## src/rtl/owm_pkg.sv

```systemverilog
// owm_pkg: shared types and constants for the omni wheel mixer.
// No dependencies; every other rtl file imports this package.
package owm_pkg;

  localparam int PULSE_W     = 12;
  localparam int DB_W        = 9;
  localparam int DUTY_W      = 8;
  localparam int CFG_IDX_W   = 2;
  localparam int CFG_DATA_W  = 12;

  localparam int STICK_LIMIT    = 500;
  localparam int Q16_SHIFT      = 16;
  localparam int HALF_SHIFT     = 15;
  localparam int SQRT3_HALF_Q16 = 56756;
  localparam int DUTY_MAX       = 255;
  // floor(v / 5) == (v * 205) >> 10 for v below 1024
  localparam int RECIP5         = 205;
  localparam int RECIP5_SHIFT   = 10;

  localparam logic [PULSE_W-1:0] NEUTRAL_RST   = 12'd1500;
  localparam logic [DB_W-1:0]    STICK_DB_RST  = 9'd50;
  localparam logic [DB_W-1:0]    SPIN_DB_RST   = 9'd25;
  localparam logic [DUTY_W-1:0]  DUTY_BASE_RST = 8'd155;

  typedef enum logic [CFG_IDX_W-1:0] {
    REG_NEUTRAL   = 2'd0,
    REG_STICK_DB  = 2'd1,
    REG_SPIN_DB   = 2'd2,
    REG_DUTY_BASE = 2'd3
  } reg_idx_t;

  typedef struct packed {
    logic [PULSE_W-1:0] neutral_width;
    logic [DB_W-1:0]    stick_deadband;
    logic [DB_W-1:0]    spin_deadband;
    logic [DUTY_W-1:0]  duty_base;
  } cfg_t;

  // centred and clamped stick value, -500..500
  typedef logic signed [9:0]  stick_t;
  // wheel speed in Q16, |value| below 2^27
  typedef logic signed [27:0] speed_t;
  // whole speed units after capping, 0..500
  typedef logic [8:0]         units_t;

endpackage

```

## src/rtl/owm_ifs.sv

```systemverilog
// Handshake channels of the omni wheel mixer: command, result, config write.
// Depends on owm_pkg.
interface owm_cmd_if import owm_pkg::*; ();
  logic               valid;
  logic               ready;
  logic [PULSE_W-1:0] x_pulse;
  logic [PULSE_W-1:0] y_pulse;
  logic [PULSE_W-1:0] spin_pulse;
  modport source (output valid, x_pulse, y_pulse, spin_pulse, input ready);
  modport sink   (input valid, x_pulse, y_pulse, spin_pulse, output ready);
endinterface

interface owm_mix_if import owm_pkg::*; ();
  logic              valid;
  logic              ready;
  logic              drive_on;
  logic              dir_a;
  logic              dir_b;
  logic              dir_c;
  logic [DUTY_W-1:0] duty_a;
  logic [DUTY_W-1:0] duty_b;
  logic [DUTY_W-1:0] duty_c;
  modport source (output valid, drive_on, dir_a, dir_b, dir_c, duty_a, duty_b, duty_c,
                  input ready);
  modport sink   (input valid, drive_on, dir_a, dir_b, dir_c, duty_a, duty_b, duty_c,
                  output ready);
endinterface

interface owm_cfg_if import owm_pkg::*; ();
  logic                  valid;
  logic                  ready;
  logic [CFG_IDX_W-1:0]  index;
  logic [CFG_DATA_W-1:0] data;
  modport source (output valid, index, data, input ready);
  modport sink   (input valid, index, data, output ready);
endinterface

```

## src/rtl/owm_cfg_regs.sv

```systemverilog
// owm_cfg_regs: configuration register file of the mixer.
// Depends on owm_pkg and owm_ifs.
module owm_cfg_regs
  import owm_pkg::*;
(
  input  logic      clk,
  input  logic      rst,
  owm_cfg_if.sink   cfg,
  output cfg_t      regs
);

  assign cfg.ready = 1'b1;

  always_ff @(posedge clk) begin
    if (rst) begin
      regs.neutral_width  <= NEUTRAL_RST;
      regs.stick_deadband <= STICK_DB_RST;
      regs.spin_deadband  <= SPIN_DB_RST;
      regs.duty_base      <= DUTY_BASE_RST;
    end else if (cfg.valid) begin
      case (reg_idx_t'(cfg.index))
        REG_NEUTRAL:   regs.neutral_width  <= cfg.data;
        REG_STICK_DB:  regs.stick_deadband <= cfg.data[DB_W-1:0];
        REG_SPIN_DB:   regs.spin_deadband  <= cfg.data[DB_W-1:0];
        REG_DUTY_BASE: regs.duty_base      <= cfg.data[DUTY_W-1:0];
        default: ;
      endcase
    end
  end

endmodule

```

## src/rtl/owm_centre.sv

```systemverilog
// owm_centre: stage 1, centres and clamps the three sticks, deadband tests.
// Depends on owm_pkg.
module owm_centre
  import owm_pkg::*;
(
  input  logic               clk,
  input  logic               en,
  input  logic [PULSE_W-1:0] x_pulse,
  input  logic [PULSE_W-1:0] y_pulse,
  input  logic [PULSE_W-1:0] spin_pulse,
  input  cfg_t               regs,
  output stick_t             x,
  output stick_t             y,
  output stick_t             s,
  output logic               drive,
  output logic               spin_on
);

  localparam logic signed [12:0] LIM = 13'(STICK_LIMIT);

  function automatic stick_t centre_clamp(input logic [PULSE_W-1:0] p,
                                          input logic [PULSE_W-1:0] n);
    logic signed [12:0] v;
    v = $signed({1'b0, p}) - $signed({1'b0, n});
    if (v < -LIM)     return stick_t'(-LIM);
    else if (v > LIM) return stick_t'(LIM);
    else              return v[9:0];
  endfunction

  function automatic logic [DB_W-1:0] mag(input stick_t v);
    stick_t neg;
    neg = -v;
    return v[9] ? neg[DB_W-1:0] : v[DB_W-1:0];
  endfunction

  stick_t xc, yc, sc;
  logic   drive_c, spin_c;

  always_comb begin
    xc      = centre_clamp(x_pulse, regs.neutral_width);
    yc      = centre_clamp(y_pulse, regs.neutral_width);
    sc      = centre_clamp(spin_pulse, regs.neutral_width);
    drive_c = (mag(xc) > regs.stick_deadband) || (mag(yc) > regs.stick_deadband) ||
              (mag(sc) > regs.stick_deadband);
    spin_c  = mag(sc) > regs.spin_deadband;
  end

  always_ff @(posedge clk) begin
    if (en) begin
      x       <= xc;
      y       <= yc;
      s       <= sc;
      drive   <= drive_c;
      spin_on <= spin_c;
    end
  end

endmodule

```

## src/rtl/owm_speed.sv

```systemverilog
// owm_speed: stage 2, three-wheel kinematics in Q16 with optional spin.
// Depends on owm_pkg.
module owm_speed
  import owm_pkg::*;
(
  input  logic   clk,
  input  logic   en,
  input  stick_t x,
  input  stick_t y,
  input  stick_t s,
  input  logic   drive_in,
  input  logic   spin_on,
  output speed_t a,
  output speed_t b,
  output speed_t c,
  output logic   drive
);

  localparam logic signed [16:0] K = 17'(SQRT3_HALF_Q16);

  speed_t xq, xh, sq, yk;
  speed_t a_c, b_c, c_c;
  logic signed [26:0] prod;

  always_comb begin
    xq   = speed_t'(x) <<< Q16_SHIFT;
    xh   = speed_t'(x) <<< HALF_SHIFT;
    sq   = spin_on ? (speed_t'(s) <<< Q16_SHIFT) : '0;
    prod = y * K;
    yk   = speed_t'(prod);
    a_c  = -xq - sq;
    b_c  = xh + yk - sq;
    c_c  = xh - yk - sq;
  end

  always_ff @(posedge clk) begin
    if (en) begin
      a     <= a_c;
      b     <= b_c;
      c     <= c_c;
      drive <= drive_in;
    end
  end

endmodule

```

## src/rtl/owm_wheel.sv

```systemverilog
// owm_wheel: stages 3 and 4 for one wheel, sign and cap, then duty map.
// Depends on owm_pkg.
module owm_wheel
  import owm_pkg::*;
(
  input  logic              clk,
  input  logic              en3,
  input  logic              en4,
  input  speed_t            speed,
  input  logic              drive_in,
  input  logic [DUTY_W-1:0] duty_base,
  output logic              dir,
  output logic [DUTY_W-1:0] duty
);

  localparam units_t CAP = 9'(STICK_LIMIT);

  speed_t      mag;
  logic [10:0] whole;
  units_t      units_c;
  logic        neg3, drive3;
  units_t      units3;

  always_comb begin
    mag     = speed[27] ? -speed : speed;
    whole   = mag[26:Q16_SHIFT];
    units_c = (whole > 11'(CAP)) ? CAP : whole[8:0];
  end

  always_ff @(posedge clk) begin
    if (en3) begin
      neg3   <= speed[27];
      units3 <= units_c;
      drive3 <= drive_in;
    end
  end

  logic [16:0] prod;
  logic [6:0]  step;
  logic [8:0]  sum;

  always_comb begin
    prod = units3 * 8'(RECIP5);
    step = prod[16:RECIP5_SHIFT];
    sum  = {1'b0, duty_base} + {2'b0, step};
  end

  always_ff @(posedge clk) begin
    if (en4) begin
      dir  <= drive3 & neg3;
      if (!drive3)
        duty <= '0;
      else if (sum > 9'(DUTY_MAX))
        duty <= 8'(DUTY_MAX);
      else
        duty <= sum[DUTY_W-1:0];
    end
  end

endmodule

```

## src/rtl/omni_wheel_mixer.sv

```systemverilog
// omni_wheel_mixer: top level of the three-wheel omni drive mixer.
// Depends on owm_pkg, owm_ifs, owm_cfg_regs, owm_centre, owm_speed, owm_wheel.
//
// Turns three radio pulse widths (x, y, spin) into direction and PWM duty for
// the three wheels of an omni base. Four register stages: centre/clamp and
// deadband tests, Q16 kinematics (one 10x17 multiply), abs and cap per wheel,
// then the divide-by-five duty map (reciprocal multiply) into the output
// register. One item per cycle sustained while the result channel is ready.
// Each stage holds a valid bit and loads when it is empty or its successor
// loads, so bubbles collapse and a stall at the result channel holds every
// occupied stage; cmd.ready follows that chain from mix.ready. Registers are
// written through cfg, which is always ready; write them only while no item is
// in flight.
module omni_wheel_mixer
  import owm_pkg::*;
(
  input  logic      clk,
  input  logic      rst,
  owm_cmd_if.sink   cmd,
  owm_mix_if.source mix,
  owm_cfg_if.sink   cfg
);

  cfg_t regs;

  owm_cfg_regs u_cfg (
    .clk  (clk),
    .rst  (rst),
    .cfg  (cfg),
    .regs (regs)
  );

  // stage valid bits and load enables
  logic v1, v2, v3, v4;
  logic en1, en2, en3, en4;

  assign en4       = !v4 || mix.ready;
  assign en3       = !v3 || en4;
  assign en2       = !v2 || en3;
  assign en1       = !v1 || en2;
  assign cmd.ready = en1;

  always_ff @(posedge clk) begin
    if (rst) begin
      v1 <= 1'b0;
      v2 <= 1'b0;
      v3 <= 1'b0;
      v4 <= 1'b0;
    end else begin
      if (en1) v1 <= cmd.valid;
      if (en2) v2 <= v1;
      if (en3) v3 <= v2;
      if (en4) v4 <= v3;
    end
  end

  // stage 1: centre, clamp, deadbands
  stick_t x1, y1, s1;
  logic   drive1, spin1;

  owm_centre u_centre (
    .clk        (clk),
    .en         (en1),
    .x_pulse    (cmd.x_pulse),
    .y_pulse    (cmd.y_pulse),
    .spin_pulse (cmd.spin_pulse),
    .regs       (regs),
    .x          (x1),
    .y          (y1),
    .s          (s1),
    .drive      (drive1),
    .spin_on    (spin1)
  );

  // stage 2: wheel speeds
  speed_t a2, b2, c2;
  logic   drive2;

  owm_speed u_speed (
    .clk      (clk),
    .en       (en2),
    .x        (x1),
    .y        (y1),
    .s        (s1),
    .drive_in (drive1),
    .spin_on  (spin1),
    .a        (a2),
    .b        (b2),
    .c        (c2),
    .drive    (drive2)
  );

  // stages 3 and 4: one unit per wheel
  owm_wheel u_wheel_a (
    .clk       (clk),
    .en3       (en3),
    .en4       (en4),
    .speed     (a2),
    .drive_in  (drive2),
    .duty_base (regs.duty_base),
    .dir       (mix.dir_a),
    .duty      (mix.duty_a)
  );

  owm_wheel u_wheel_b (
    .clk       (clk),
    .en3       (en3),
    .en4       (en4),
    .speed     (b2),
    .drive_in  (drive2),
    .duty_base (regs.duty_base),
    .dir       (mix.dir_b),
    .duty      (mix.duty_b)
  );

  owm_wheel u_wheel_c (
    .clk       (clk),
    .en3       (en3),
    .en4       (en4),
    .speed     (c2),
    .drive_in  (drive2),
    .duty_base (regs.duty_base),
    .dir       (mix.dir_c),
    .duty      (mix.duty_c)
  );

  // drive flag follows the wheel stages
  logic drive3, drive4;

  always_ff @(posedge clk) begin
    if (en3) drive3 <= drive2;
    if (en4) drive4 <= drive3;
  end

  assign mix.drive_on = drive4;
  assign mix.valid    = v4;

`ifndef ASSERT_OFF
  // a stopped result carries no direction and no duty
  a_stop_zero: assert property (@(posedge clk) disable iff (rst)
    mix.valid && !mix.drive_on |->
      !mix.dir_a && !mix.dir_b && !mix.dir_c &&
      mix.duty_a == '0 && mix.duty_b == '0 && mix.duty_c == '0)
    else $error("stopped result with nonzero wheel output");

  // a driven wheel never runs below the zero-speed duty
  a_duty_floor: assert property (@(posedge clk) disable iff (rst)
    mix.valid && mix.drive_on |->
      mix.duty_a >= regs.duty_base && mix.duty_b >= regs.duty_base &&
      mix.duty_c >= regs.duty_base)
    else $error("driven duty below base");

  // an accepted item with a full pipe and stalled output cannot happen
  a_no_overrun: assert property (@(posedge clk) disable iff (rst)
    v1 && v2 && v3 && v4 && !mix.ready |-> !cmd.ready)
    else $error("item accepted into a stalled full pipeline");

  // pipeline comes out of reset empty
  a_reset_empty: assert property (@(posedge clk)
    rst |=> !mix.valid)
    else $error("result valid right after reset");
`endif

endmodule

```

## src/flat_wrapper.sv

```systemverilog
// flat-port wrapper written by rule: the top's interface ports become plain ports
module omni_wheel_mixer_flat import owm_pkg::*;
  (clk, rst, cmd_valid, cmd_x_pulse, cmd_y_pulse, cmd_spin_pulse, cmd_ready, mix_valid, mix_drive_on, mix_dir_a, mix_dir_b, mix_dir_c, mix_duty_a, mix_duty_b, mix_duty_c, mix_ready, cfg_valid, cfg_index, cfg_data, cfg_ready);
  owm_cmd_if cmd_i ();
  owm_mix_if mix_i ();
  owm_cfg_if cfg_i ();
  input  logic clk;
  input  logic rst;
  input wire logic [$bits(cmd_i.valid)-1:0] cmd_valid;
  input wire logic [$bits(cmd_i.x_pulse)-1:0] cmd_x_pulse;
  input wire logic [$bits(cmd_i.y_pulse)-1:0] cmd_y_pulse;
  input wire logic [$bits(cmd_i.spin_pulse)-1:0] cmd_spin_pulse;
  output wire logic [$bits(cmd_i.ready)-1:0] cmd_ready;
  output wire logic [$bits(mix_i.valid)-1:0] mix_valid;
  output wire logic [$bits(mix_i.drive_on)-1:0] mix_drive_on;
  output wire logic [$bits(mix_i.dir_a)-1:0] mix_dir_a;
  output wire logic [$bits(mix_i.dir_b)-1:0] mix_dir_b;
  output wire logic [$bits(mix_i.dir_c)-1:0] mix_dir_c;
  output wire logic [$bits(mix_i.duty_a)-1:0] mix_duty_a;
  output wire logic [$bits(mix_i.duty_b)-1:0] mix_duty_b;
  output wire logic [$bits(mix_i.duty_c)-1:0] mix_duty_c;
  input wire logic [$bits(mix_i.ready)-1:0] mix_ready;
  input wire logic [$bits(cfg_i.valid)-1:0] cfg_valid;
  input wire logic [$bits(cfg_i.index)-1:0] cfg_index;
  input wire logic [$bits(cfg_i.data)-1:0] cfg_data;
  output wire logic [$bits(cfg_i.ready)-1:0] cfg_ready;
  assign cmd_i.valid = cmd_valid;
  assign cmd_i.x_pulse = cmd_x_pulse;
  assign cmd_i.y_pulse = cmd_y_pulse;
  assign cmd_i.spin_pulse = cmd_spin_pulse;
  assign cmd_ready = cmd_i.ready;
  assign mix_valid = mix_i.valid;
  assign mix_drive_on = mix_i.drive_on;
  assign mix_dir_a = mix_i.dir_a;
  assign mix_dir_b = mix_i.dir_b;
  assign mix_dir_c = mix_i.dir_c;
  assign mix_duty_a = mix_i.duty_a;
  assign mix_duty_b = mix_i.duty_b;
  assign mix_duty_c = mix_i.duty_c;
  assign mix_i.ready = mix_ready;
  assign cfg_i.valid = cfg_valid;
  assign cfg_i.index = cfg_index;
  assign cfg_i.data = cfg_data;
  assign cfg_ready = cfg_i.ready;
  omni_wheel_mixer u_core (.clk(clk), .rst(rst), .cmd(cmd_i), .mix(mix_i), .cfg(cfg_i));
endmodule
```

## config.mk

```make
export PLATFORM = sky130hd
export DESIGN_NAME = omni_wheel_mixer_flat
export DESIGN_NICKNAME = d
export VERILOG_FILES = /design/src/rtl/owm_pkg.sv /design/src/rtl/owm_ifs.sv /design/src/rtl/owm_cfg_regs.sv /design/src/rtl/owm_centre.sv /design/src/rtl/owm_speed.sv /design/src/rtl/owm_wheel.sv /design/src/rtl/omni_wheel_mixer.sv /design/src/flat_wrapper.sv
export SDC_FILE = /design/constraint.sdc
export NUM_CORES = 1
export LEC_CHECK = 0
export BUFFER_PORTS_ARGS = -buffer_cell sky130_fd_sc_hd__buf_4
export CELL_PAD_IN_SITES_DETAIL_PLACEMENT = 0
export CELL_PAD_IN_SITES_GLOBAL_PLACEMENT = 1
export CORE_ASPECT_RATIO = 1.4
export CORE_MARGIN = 2
export CORE_UTILIZATION = 50
export CTS_CLUSTER_DIAMETER = 60
export DETAILED_ROUTE_END_ITERATION = 10
export PLACE_DENSITY_LB_ADDON = 0.1
export SLEW_MARGIN = 10
export SYNTH_ARGS = -nofsm -noshare
export SYNTH_HDL_FRONTEND = slang
export SYNTH_HIERARCHICAL = 1
export SYNTH_SLANG_ARGS = --single-unit
```

## constraint.sdc

```tcl
create_clock -name clk -period 21.4 [get_ports clk]
set_input_delay 4.28 -clock clk [delete_from_list [all_inputs] [get_ports clk]]
set_output_delay 4.28 -clock clk [all_outputs]
set_load 0.03 [all_outputs]
```

# Word level (Yosys, flattened, before mapping)
# Cells that the tools add are included.
# totals
register_bits	218
input_bits	55
out_inout_bits	31
word_cells	106
# classes
addsub	18
multipliers	4
magnitude_cmp	16
eq_ne	3
muxes	16
bitwise	3
n_reduce_logical	15
# ops
op	count
$sub A28 B28 Y28	3
$mux W27	3
$neg A27 Y27	3
$mux W10	6
$mul A9 B8 Y17 const B	3
$gt A13 B10 Y1 const B	3
$lt A13 B10 Y1 const B	3
$sub A12 B12 Y13	3
$gt A9 B9 Y1	4
$gt A11 B9 Y1 const B	3
$add A25 B27 Y28	1
$mux W28	1
$neg A26 Y28	1
$sub A25 B27 Y28	1
$add A8 B7 Y9	3
$gt A9 B8 Y1 const B	3
$mux W9	3
$neg A9 Y9	3
$mul A10 B15 Y25 const B	1
$mux W8	3
$reduce_and A2 Y1	4
$logic_or A1 B1 Y1	6
$eq A2 B2 Y1 const B	2
$logic_not A1 Y1	4
3 further kinds	5

# Logic depth before layout (Yosys ltp)
# depth
word_depth	9
mapped_depth	28
mapped_depth_nobuf	27

# Hierarchy
# Netlist, hierarchy kept.
# by_module_without_submodules
mod	instances	cells_each	area_per_inst_um2	seq_area_each_um2
owm_speed	1	943	9108.7	1921.8
owm_centre	1	645	5280.1	960.9
owm_wheel at u_core.u_wheel_a ...	2	275	2635.0	600.6
owm_wheel at u_core.u_wheel_c	1	258	2610.0	600.6
owm_cfg_regs	1	152	1540.2	760.7
omni_wheel_mixer	1	18	220.2	140.1

# Worst setup path after synthesis
# OpenSTA, ideal clock, no wires.
# synth_timing
kind	input port to output port
from	input mix_ready
to	output cmd_ready
t_arrival_ns	6.687
slack_ns	10.433
stages	2
n_path_buf	0
cell_sequence	nand4b_2 > or2_1
# synth_via
elab_chain_cells	4
# synth_lines
element	line	source
from (decl)	flat_wrapper.sv:22	input wire logic [$bits(mix_i.ready)-1:0] mix_ready;
$logic_or A1 B1 Y1	omni_wheel_mixer.sv:37	assign en4 = !v4 || mix.ready;
$logic_or A1 B1 Y1	omni_wheel_mixer.sv:38	assign en3 = !v3 || en4;
$logic_or A1 B1 Y1	omni_wheel_mixer.sv:39	assign en2 = !v2 || en3;
$logic_or A1 B1 Y1	omni_wheel_mixer.sv:40	assign en1 = !v1 || en2;
to (decl)	flat_wrapper.sv:13	output wire logic [$bits(cmd_i.ready)-1:0] cmd_ready;
# Every way passes these cells.

# Worst setup path in the final report
# layout_timing
from	input mix_ready
to	output cmd_ready
# layout_via
elab_chain_cells	4
# layout_lines
element	line	source
$logic_or A1 B1 Y1	omni_wheel_mixer.sv:37	
$logic_or A1 B1 Y1	omni_wheel_mixer.sv:38	
$logic_or A1 B1 Y1	omni_wheel_mixer.sv:39	
named net u_core.en2	omni_wheel_mixer.sv:35	logic en1, en2, en3, en4;
$logic_or A1 B1 Y1	omni_wheel_mixer.sv:40	
# The timed path passes the listed nets, and every way through them passes these cells.

==> flow_metrics.py <==
metrics = {
    "synthesis": {
        "ys_ff_latch": 200,
        "postSynthCellCount": 2566,
        "synth-main-ff-cell": "edfxtp_1",
        "yosysUniqueCellTypes": 123,
        "yosysWarningCount": 6,
        "seq_area_frac_synth_pct": 23.2,
        "synth-edff-count": 158,
        "synth_area_um2": 24000,
        "syn_avg_cell_area_um2": 9.36,
        "synth-async-reset-ratio_pct": 0,
    },
    "routing": {
        "drt_iter0_drc": 1020,
        "drt_pre_antenna_iters": 5,
        "wirelength_mm": 56.2,
        "drc_errors": 0,
        "vias_per_cell": 5.56,
        "dr_total_vias": 18100,
        "antenna_left": 0,
        "routedWlPerCell_um": 17.3,
    },
    "placed_design": {
        "hpwl_mm": 47.4,
        "portBuffers": 84,
        "gp_congestion": 0.920,
    },
    "min_path": {
        "worstHoldPathCells": 0,
        "hp-class": "reg -> reg",
    },
    "cells_and_area": {
        "regArea_um2": 5590,
        "nets": 3156,
        "area_delta_synth_final_pct": 6.93,
        "multi_input_area_um2": 16600,
        "drive_above_1_share_pct": 8.78,
        "n_antenna_cell": 0,
        "fillCellCount": 4461,
        "final_cell_mix": "ha_1 (377), inv_1 (368), edfxtp_1 (158)",
        "layout_commonest_cell": "ha_1",
    },
    "grt": {
        "grt_max_degree": 68,
        "grt_pass1_wl_mm": 92.4,
        "grt_usage_pct": 23.1,
        "overflow": 0,
        "antenna_found_initial": 0,
        "grt_pass1_vias": 18400,
    },
    "setup_path": {
        "worstSetupStartpointType": "primary input",
        "cp.required_ps": 17120,
        "worstSetupPathType": "in -> out",
        "worstRegToRegCells": 23,
        "cp_max_fo": 67,
        "endpoint_kind": "primary output",
        "crit_arrival_ps": 5980,
    },
    "cts": {
        "cts_tree": "built",
        "clock_path_buffers": 2,
        "cts_resized": 0,
        "postCtsSetupRepairBufs": 0,
        "hold_buffers": 0,
        "numCtsBuffers": 17,
        "clk_pin_slew_ps": 90,
        "clock-root-buffer": "clkbuf_16",
        "cts.sinks": 200,
        "htree_levels": 4,
        "clk_latency_ps": 480,
    },
    "floorplan": {
        "num_io_pins": 86,
        "initial_core_util_pct": 50.3,
        "core_um2": 47800,
        "dieArea_um2": 49900,
        "fp-row-count": 95,
        "die_w_um": 189,
        "dieHeight_um": 263,
    },
    "timing": {
        "skew_ps": 19.4,
        "tightestPinTransition_ps": 835,
        "hold_viol_final": 0,
        "fmax_mhz": 97.5,
        "maxSlewViolCount": 0,
        "finalCritPeriodShare_pct": 47.9,
        "setup_viol": 0,
        "slew_headroom_pct": 44.3,
        "post-route-min-period_ps": 10260,
        "tns_ps": 0,
        "rsz0062_at_grt": "no",
    },
    "job": {
        "maxCapViolCount": 0,
    },
    "status": {
        "status": "finished clean",
    },
}
==> critical path: stages <==
cell and delay (ps):
buf_4 110, nand4b_4 120, buf_4 630, or2_1 190, buf_4 370, buf_4 240
==> cell usage after synthesis (all sizes together) (7+ instances only) <==
cell type / count / share of area [%]
nor3b: 11 / 0.39
a21oi: 139 / 3.3
fa: 118 / 9.8
xor2: 79 / 2.9
and2: 21 / 0.57
nand2b: 58 / 1.5
or3: 16 / 0.44
nand4: 28 / 0.75
ha: 377 / 20
buf: 50 / 1.5
edfxtp: 158 / 20
or2: 19 / 0.49
nand3: 38 / 0.83
mux2i: 46 / 1.9
o21a: 55 / 1.7
o211ai: 30 / 0.96
nor3: 35 / 0.75
nand4b: 7 / 0.28
o41ai: 7 / 0.32
o21bai: 7 / 0.22
dfxtp: 42 / 3.5
o21ai: 110 / 2.4
nand2: 143 / 2.3
nor4: 14 / 0.47
nor2: 138 / 2.2
inv: 372 / 5.8
o31a: 9 / 0.33
clkbuf: 37 / 0.58
o2111ai: 12 / 0.54
o31ai: 24 / 1.1
a2111oi: 7 / 0.36
xnor2: 82 / 3.0
a211oi: 30 / 1.1
a21o: 57 / 1.8
nand3b: 10 / 0.36
nor2b: 34 / 0.92
a31oi: 16 / 0.42
and3: 18 / 0.47
a21boi: 15 / 0.48
or4: 7 / 0.22
==> cell families after synthesis <==
family	after synthesis	share of synthesized area, %
XOR/XNOR	161	5.87
adder cells (fa/ha/maj)	495	29.5
other	2	0.0313
flip-flops	200	23.2
AND/OR/NAND/NOR	613	13.6
multiplexers	50	2.12
buffers and inverters	459	7.88
AO/OA/AOI/OAI	586	17.8
==> metrics by stage <==
step	util [%]	std cells	cell area (µm²)	setup slack (ps)	hold slack (ps)
after global placement	52.5	3217	25100	11160	408
after global routing	53.8	3249	25700	11000	429
after CTS	53.8	3249	25700	11110	425
after floorplan	-	2585	24100	10430	400
final	53.8	3249	25700	11140	426
after detailed placement	52.5	3217	25100	11120	408
==> final timing paths <==
check | start | to | slack (ps)
max | mix_ready | cmd_ready | 11140
min reg2reg | u_core/drive3 | u_core/mix.drive_on | 430
min | u_core/drive3 | u_core/mix.drive_on | 430
max reg2reg | u_core/u_centre/y[8] | u_core/u_speed/c[27] | 13710
==> state kept, by name, summed over array words and instances, names as in the netlist, 8 cells and up <==
signal	cells
u_core/u_speed/a	12
u_core/u_centre/s	10
u_core/u_speed/b	26
u_core/u_wheel_a/duty	8
u_core/u_wheel_b/units3	9
u_core/u_centre/x	10
u_core/u_centre/y	10
u_core/u_speed/c	25
u_core/u_wheel_a/units3	9
u_core/u_wheel_c/units3	9
u_core/u_cfg/regs	38
u_core/u_wheel_c/duty	8
u_core/u_wheel_b/duty	8
==> final cells by class <==
| type | count | area share (%) |
|---|---|---|
| tap | 630 | 3.07 |
| sequential | 200 | 21.7 |
| timing repair buffer | 89 | 2.60 |
| clock inverter | 15 | 0.784 |
| inverter | 372 | 5.43 |
| multi-input combinational | 1926 | 64.7 |
| clock buffer | 17 | 1.66 |
==> routing by layer <==
layer	global-route usage, %	wire length [µm]
met3	2.21	1460
met4	8.59	1890
met1	26.9	23400
met2	43.4	29400
met5	0	0
Power is left out: the tool's default activity adds up to more than one toggle a clock period on the data nets, which glitch-free logic cannot reach.
